==> config.mk <==
export PLATFORM = sky130hd
export DESIGN_NAME = breathing_led_pwm_with_press_modes
export DESIGN_NICKNAME = d
export VERILOG_FILES = /design/src/bled_pkg.sv /design/src/bled_press.sv /design/src/breathing_led_pwm_with_press_modes.sv
export SDC_FILE = /design/constraint.sdc
export NUM_CORES = 1
export LEC_CHECK = 0
export ABC_AREA = 0
export CAP_MARGIN = 20
export CORE_UTILIZATION = 55
export CTS_CLUSTER_DIAMETER = 150
export DETAILED_ROUTE_END_ITERATION = 8
export DONT_BUFFER_PORTS = 1
export GPL_ROUTABILITY_DRIVEN = 0
export GPL_TIMING_DRIVEN = 0
export PLACE_DENSITY_LB_ADDON = 0.12
export SLEW_MARGIN = 20
export SYNTH_ARGS = -nofsm -noshare
export SYNTH_HDL_FRONTEND = slang
export SYNTH_SLANG_ARGS = --single-unit
==> constraint.sdc <==
create_clock -name aclk -period 9.4 [get_ports aclk]
set_clock_uncertainty 0.2 [all_clocks]
set_input_delay 0.94 -clock aclk [delete_from_list [all_inputs] [get_ports aclk]]
set_output_delay 0.94 -clock aclk [all_outputs]
set_load 0.01 [all_outputs]
==> src/bled_pkg.sv <==
package bled_pkg;

    typedef enum logic [1:0] {
        MODE_DARK    = 2'd0,
        MODE_BREATHE = 2'd1,
        MODE_FREEZE  = 2'd2
    } mode_t;

    // Configuration register indexes.
    typedef enum logic [1:0] {
        CFG_SHORT_PRESS = 2'd0,
        CFG_LONG_PRESS  = 2'd1,
        CFG_RAMP_DIV    = 2'd2
    } cfg_index_t;

    localparam int unsigned PRESS_W = 12;
    localparam int unsigned DIV_W   = 8;
    localparam int unsigned CFG_W   = 12;

    localparam logic [PRESS_W-1:0] SHORT_PRESS_RESET = 12'd117;
    localparam logic [PRESS_W-1:0] LONG_PRESS_RESET  = 12'd2344;
    localparam logic [DIV_W-1:0]   RAMP_DIV_RESET    = 8'd3;
    localparam logic [PRESS_W-1:0] PRESS_MAX         = 12'hFFF;

    // Button events decided on the tick in which the button is released.
    typedef struct packed {
        logic short_press;
        logic long_press;
    } press_evt_t;

endpackage

==> src/bled_press.sv <==
module bled_press (
    input  logic                              aclk,
    input  logic                              aresetn,
    input  logic                              tick_en,
    input  logic                              pressed,
    input  logic [bled_pkg::PRESS_W-1:0]      short_ticks,
    input  logic [bled_pkg::PRESS_W-1:0]      long_ticks,
    output bled_pkg::press_evt_t              evt
);

    logic [bled_pkg::PRESS_W-1:0] len_reg;
    logic [bled_pkg::PRESS_W-1:0] len_next;
    logic                         below_limit;

    // The count saturates one above the long threshold, and never wraps.
    assign below_limit = ({1'b0, len_reg} < ({1'b0, long_ticks} + 13'd1))
                         && (len_reg != bled_pkg::PRESS_MAX);

    always_comb begin
        len_next        = len_reg;
        evt.short_press = 1'b0;
        evt.long_press  = 1'b0;
        if (pressed) begin
            if (below_limit) begin
                len_next = len_reg + 12'd1;
            end
        end else begin
            len_next        = '0;
            evt.short_press = (len_reg >= short_ticks) && (len_reg < long_ticks);
            evt.long_press  = (len_reg >= long_ticks);
        end
    end

    always_ff @(posedge aclk) begin
        if (!aresetn) begin
            len_reg <= '0;
        end else if (tick_en) begin
            len_reg <= len_next;
        end
    end

endmodule

==> src/breathing_led_pwm_with_press_modes.sv <==
// Breathing LED controller driven by timer ticks. Each transfer on the s_ side is one tick
// carrying the raw button level; each tick gives exactly one result transfer on the m_ side
// with the LED level and the mode after that tick. A tick is worked out in the cycle it is
// taken: the mode, PWM phase, duty, ramp and press counters are updated at the transfer and
// shown directly as the result, so one tick per clock is sustained while m_tready is high,
// and a result held by a stalled m_tready only blocks the next tick until it is taken.
// A short press toggles between breathing and hold (or starts breathing from off); a long
// press switches the block on or off. Thresholds and the ramp divider are written through the
// cfg_ port and should only be changed while no result is waiting.
module breathing_led_pwm_with_press_modes #(
    parameter int unsigned LEVELS = 64
) (
    input  logic                          aclk,
    input  logic                          aresetn,
    // s_tdata: [0] button_pressed
    input  logic                          s_tvalid,
    output logic                          s_tready,
    input  logic [7:0]                    s_tdata,
    // m_tdata: [0] led_on, [2:1] mode_now
    output logic                          m_tvalid,
    input  logic                          m_tready,
    output logic [7:0]                    m_tdata,
    input  logic                          cfg_valid,
    output logic                          cfg_ready,
    input  logic [1:0]                    cfg_index,
    input  logic [bled_pkg::CFG_W-1:0]    cfg_data
);

    localparam int unsigned PW = (LEVELS > 1) ? $clog2(LEVELS) : 1;
    localparam int unsigned DW = $clog2(LEVELS + 1);
    localparam logic [PW-1:0] PHASE_LAST = PW'(LEVELS - 1);
    localparam logic [DW-1:0] DUTY_TOP   = DW'(LEVELS);

    logic [bled_pkg::PRESS_W-1:0] short_reg;
    logic [bled_pkg::PRESS_W-1:0] long_reg;
    logic [bled_pkg::DIV_W-1:0]   div_reg;

    bled_pkg::mode_t              mode_reg, mode_next;
    logic [PW-1:0]                phase_reg, phase_next;
    logic [DW-1:0]                duty_reg, duty_next;
    logic [bled_pkg::DIV_W-1:0]   ramp_reg, ramp_next, ramp_inc;
    logic                         falling_reg, falling_next;
    logic                         led_reg, led_next;
    logic                         m_tvalid_reg;

    logic                         tick;
    bled_pkg::press_evt_t         evt;

    assign s_tready  = !m_tvalid_reg || m_tready;
    assign tick      = s_tvalid && s_tready;
    assign cfg_ready = 1'b1;
    assign m_tvalid  = m_tvalid_reg;
    assign m_tdata   = {5'b0, mode_reg, led_reg};

    always_ff @(posedge aclk) begin
        if (!aresetn) begin
            short_reg <= bled_pkg::SHORT_PRESS_RESET;
            long_reg  <= bled_pkg::LONG_PRESS_RESET;
            div_reg   <= bled_pkg::RAMP_DIV_RESET;
        end else if (cfg_valid) begin
            unique case (cfg_index)
                bled_pkg::CFG_SHORT_PRESS: short_reg <= cfg_data;
                bled_pkg::CFG_LONG_PRESS:  long_reg  <= cfg_data;
                bled_pkg::CFG_RAMP_DIV:    div_reg   <= cfg_data[bled_pkg::DIV_W-1:0];
                default: ;
            endcase
        end
    end

    bled_press u_press (
        .aclk        (aclk),
        .aresetn     (aresetn),
        .tick_en     (tick),
        .pressed     (s_tdata[0]),
        .short_ticks (short_reg),
        .long_ticks  (long_reg),
        .evt         (evt)
    );

    assign ramp_inc = ramp_reg + 8'd1;

    always_comb begin
        mode_next    = mode_reg;
        phase_next   = phase_reg;
        duty_next    = duty_reg;
        ramp_next    = ramp_reg;
        falling_next = falling_reg;
        led_next     = led_reg;

        // PWM update comes first, using the mode from before this tick.
        if (mode_reg != bled_pkg::MODE_DARK) begin
            led_next = (DW'(phase_reg) < duty_reg);
            if (phase_reg == PHASE_LAST) begin
                phase_next = '0;
                if (mode_reg == bled_pkg::MODE_BREATHE) begin
                    ramp_next = ramp_inc;
                    if (ramp_inc == div_reg) begin
                        ramp_next = '0;
                        // At either end the step only turns the ramp round.
                        if (falling_reg) begin
                            if (duty_reg == '0) begin
                                falling_next = 1'b0;
                            end else begin
                                duty_next = duty_reg - DW'(1);
                            end
                        end else begin
                            if (duty_reg >= DUTY_TOP) begin
                                falling_next = 1'b1;
                            end else begin
                                duty_next = duty_reg + DW'(1);
                            end
                        end
                    end
                end
            end else begin
                phase_next = phase_reg + PW'(1);
            end
        end

        if (evt.short_press) begin
            mode_next = (mode_reg == bled_pkg::MODE_BREATHE) ? bled_pkg::MODE_FREEZE
                                                             : bled_pkg::MODE_BREATHE;
        end else if (evt.long_press) begin
            if (mode_reg == bled_pkg::MODE_DARK) begin
                mode_next = bled_pkg::MODE_BREATHE;
            end else begin
                mode_next    = bled_pkg::MODE_DARK;
                led_next     = 1'b0;
                phase_next   = '0;
                duty_next    = '0;
                ramp_next    = '0;
                falling_next = 1'b0;
            end
        end
    end

    always_ff @(posedge aclk) begin
        if (!aresetn) begin
            mode_reg     <= bled_pkg::MODE_DARK;
            phase_reg    <= '0;
            duty_reg     <= '0;
            ramp_reg     <= '0;
            falling_reg  <= 1'b0;
            led_reg      <= 1'b0;
            m_tvalid_reg <= 1'b0;
        end else begin
            if (tick) begin
                mode_reg    <= mode_next;
                phase_reg   <= phase_next;
                duty_reg    <= duty_next;
                ramp_reg    <= ramp_next;
                falling_reg <= falling_next;
                led_reg     <= led_next;
            end
            if (tick) begin
                m_tvalid_reg <= 1'b1;
            end else if (m_tready) begin
                m_tvalid_reg <= 1'b0;
            end
        end
    end

endmodule

==> reports/metrics.sh <==
OUTCOME='completed'
P_INT_uW=450.5
GRT_SETUP_UNREPAIRED='false'
DR.PASS1.ITERS=5
YOSYS_WARNINGS=0
SYNTH_SEQ_AREA_SHARE_PCT=29.56
MAX_FREQ_MHz=268.5
CRIT_FAMILY='simple AND/OR/NAND/NOR gates'
ANT_NETS=0
FP.DIEH_UM=94.84
GRTUSAGETOTAL_PCT=27.64
WORST-PATH-MAX-FANOUT=10
NETSWITCHINGPOWER_uW=157.9
VIA_COUNT_OF_THE_FIRST_GLOBAL_ROUTING_PASS=4087
DRT_TOTAL_WL_UM=11420
CORE_UM2=8299
VIA_PER_INST=5.864
TRITONCTS='done'
AVGROUTEDWIREPERCELL_UM=15.58
TIMING.CRITICAL_PATH.SLOWEST_CELL_DELAY_PS=480
CTS_POST_SETUP_BUFFERS_INSERTED=0
PORT_BUFFERS=0
PERIOD_SHARE_PCT=39.62
ROWS=33
POST_CTS_RESIZED=0
CTSROOTBUFFERMASTER='sky130_fd_sc_hd__clkbuf_8'
WORST_IR_DROP_VDD_uV=91.76
PLACE.DETAILED.INSTANCES=717
PWR-SHARE-COMB_PCT=8.1
CRITICAL_PATH_BUF_INV_COUNT=0
SYNTH-EDFF-COUNT=0
BOUNDARY_PINS=38
GRT_ANTENNA_BEFORE_REPAIR=0
MIN-DELAY-START='short_reg[7]'
TIMING.HOLD.WORST.CLASS='register to register'
WORST_SETUP_PATH_START_KIND='register'
HOLD_PATH_DEPTH=2
MIN_DELAY_WORST_ENDPOINT='short_reg[7]'
HPWLAFTERDP_UM=8735
SYNTH_AREA_PER_CELL_UM2=7.797
CAP_VIOL_MAX_COUNT=0
CP_DATA_REQUIRED_TIME_PS=9410
CRITICAL_PATH.REG2REG.ENDPOINT='u_press.len_reg[11]'
CLOCK_POWER_SHARE_PCT=41.5
DPL_WORST_SLACK_PS=5700
TNS_PS=0
HTREEDEPTH=3
HOLDBUFCOUNTCTS=0
CP_CELL_SEQUENCE='ha_1 > nand4_1 > nor3_1 > nand4_1 > xnor2_1 > ha_1 > a2111o_1 > a211oi_1 > a21oi_1 > nor4_1 > xnor2_1 > nor2_1'
ROUTE.VIAS.TOTAL=4298
HOLD_VIOLATIONS=0
ENDPOINT_KIND='register'
AREA_GROWTH_PCT=7.311
P_LEAK_uW=0.002020
R2R.WORST_PATH.CELLS=12
CLK_LATENCY_PS=360
INITIAL_CORE_UTILIZATION_PCT=57.12
WORSTMARGINPINSLEW_PS=1031
SYNTH-SEQ-CELLS=70
FRACTION_OF_POST_SYNTHESIS_CELL_AREA_IN_THE_TOP_CELL_TYPE_BY_AREA_PCT=29.56
FINAL_CRITICAL_PATH_SETUP_SLACK_PS=5676
SLEW-LIMIT-HEADROOM_PCT=30.73
LAYOUT-DRIVE-GT1-SHARE_PCT=6.369
STDCELL_COUNT=733
DIE_W_UM=94.84
SYNTH_CELL_TYPES=63
REGTOREGSTARTPOINT='long_reg[0]'
CLK_PATH_BUF_DEPTH=2
POWER.DENSITY_CELL_AREA_nW_PER_UM2=119.6
GLOBALROUTE.TOTALOVERFLOW=0
LARGEST_NET_DEGREE_AT_THE_START_OF_GLOBAL_ROUTING=13
SYN-INSTANCE-COUNT=608
FINISH.NET_COUNT=697
CRITICAL_PATH.SLOWEST_CELL='sky130_fd_sc_hd__nor4_1'
CLK_PIN_SLEW_WORST_PATHS_PS=70
ASR_FLOP_RATIO_SYNTH_PCT=0
FLOORPLAN.DIE_AREA_UM2=8995
LAYOUT_COMMONEST_CELL='sky130_fd_sc_hd__nand2_1'
DETAIL_ROUTE.ITER0.VIOLATIONS=216
ANTENNADIODECOUNT=0
MOST-COMMON-LAYOUT-CELLS='sky130_fd_sc_hd__nand2_1 (77), sky130_fd_sc_hd__dfxtp_1 (70), sky130_fd_sc_hd__nor2_1 (52)'
POST_SYNTH_DESIGN_CELL_AREA_UM2=4741
DRC=0
CTS.SINK_COUNT=70
SYNTHFLOPTYPE='sky130_fd_sc_hd__dfxtp_1'
R2R_SLACK_PS=5680
P_SW_SHARE_PCT=25.95
SYNTH_LARGEST_AREA_CELL='sky130_fd_sc_hd__dfxtp_1'
TIMING.FINAL.CRIT_PERIOD_PS=3724
YS_TOP_CELLS_BY_AREA='sky130_fd_sc_hd__dfxtp_1 (30%), sky130_fd_sc_hd__ha_1 (12%), sky130_fd_sc_hd__nand2_1 (6.1%), sky130_fd_sc_hd__xnor2_1 (4.6%), sky130_fd_sc_hd__a21oi_1 (4.2%)'
CTS_BUFFERS=9
TIMING.FINAL.SETUP_VIOLATIONS=0
GRT_FIRST_PASS_WIRELENGTH_UM=19370
CRITICALPATHCATEGORY='register to register'
WORST-ENDPOINT-ARRIVAL_PS=3730
FIN_TOTAL_PWR_uW=608.3
MAXSLEWVIOLCOUNT=0
FRACTION_OF_POWER_CONSUMED_BY_SEQUENTIAL_LOGIC_PCT=50.4
==> per-stage QoR <==
step | instance area [µm²] | hold WS (ps) | util (%)
after floorplan | 4756 | 236.3 | -
after global placement | 4887 | 244.7 | 58.89
after detailed placement | 4887 | 249.1 | 58.89
after CTS | 5087 | 258.9 | 61.30
after global routing | 5087 | 285.5 | 61.30
final | 5087 | 257.2 | 61.30
==> cell type report <==
cell class,instances,area (µm²)
Multi-Input combinational cell,474,3048
Buffer,31,167.7
Tap cell,105,131.4
Clock inverter,5,58.81
Fill cell,749,3212
Sequential cell,70,1401
Clock buffer,11,141.4
Inverter,37,138.9
==> synth_stat cells (all sizes together) (3+ instances only) <==
master and count:
buf 14, ha 47, nor3 17, xnor2 25, o21ai 37, nor4 9, clkbuf 17, a211oi 4
nor2b 7, nand4 13, and2 4, nand3 28, nand2 77, or3 6, o22ai 6, nand2b 7
o21a 6, a21oi 41, a21o 4, a22oi 8, or4 3, nor3b 4, and3 8, inv 36
mux2i 10, a22o 3, nor2 52, nand3b 4, xor2 3, o211ai 10, dfxtp 70
==> logic make-up after synthesis <==
family                   Yosys count  synth area share, %
multiplexers                      10                2.111
AO/OA/AOI/OAI                    137                18.45
flip-flops                        70                29.56
XOR/XNOR                          28                5.173
AND/OR/NAND/NOR                  246                25.68
adder cells (fa/ha/maj)           47                12.40
other                              2               0.1584
buffers and inverters             68                6.466
==> worst max path at each step <==
stage / start / slack, ps / end / cells after the start
floorplan: long_reg[0] / 6190 / u_press.len_reg[8] / 12
global placement: long_reg[2] / 5750 / u_press.len_reg[1] / 13
detailed placement: long_reg[2] / 5700 / u_press.len_reg[1] / 13
finish: long_reg[0] / 5680 / u_press.len_reg[11] / 12
global route: long_reg[2] / 5330 / u_press.len_reg[1] / 13
CTS: long_reg[2] / 5700 / u_press.len_reg[1] / 13
==> worst min-delay path, stage by stage (launching register included) <==
cell and delay (ps):
sky130_fd_sc_hd__dfxtp_1 310, sky130_fd_sc_hd__nand2_1 50, sky130_fd_sc_hd__a21oi_1 50
==> routing by layer <==
metal / track usage [%] / wire length (µm) / vias up
met2: 47.72 / 5629 / 111
met5: 0 / 0 / -
li1: - / - / 2184
met1: 34.33 / 5016 / 1980
met4: 9.975 / 233 / 0
met3: 4.670 / 543 / 23
==> power by group through the flow <==
stage	registers (µW)	logic, µW	clock network [µW]
after floorplan	312	37.9	0
after detailed placement	314	48.9	0
after global placement	314	47.3	0
after CTS	307	49.3	257
after global routing	308	55.7	270
final	307	49.2	252
(Power assumes the default switching activity.)
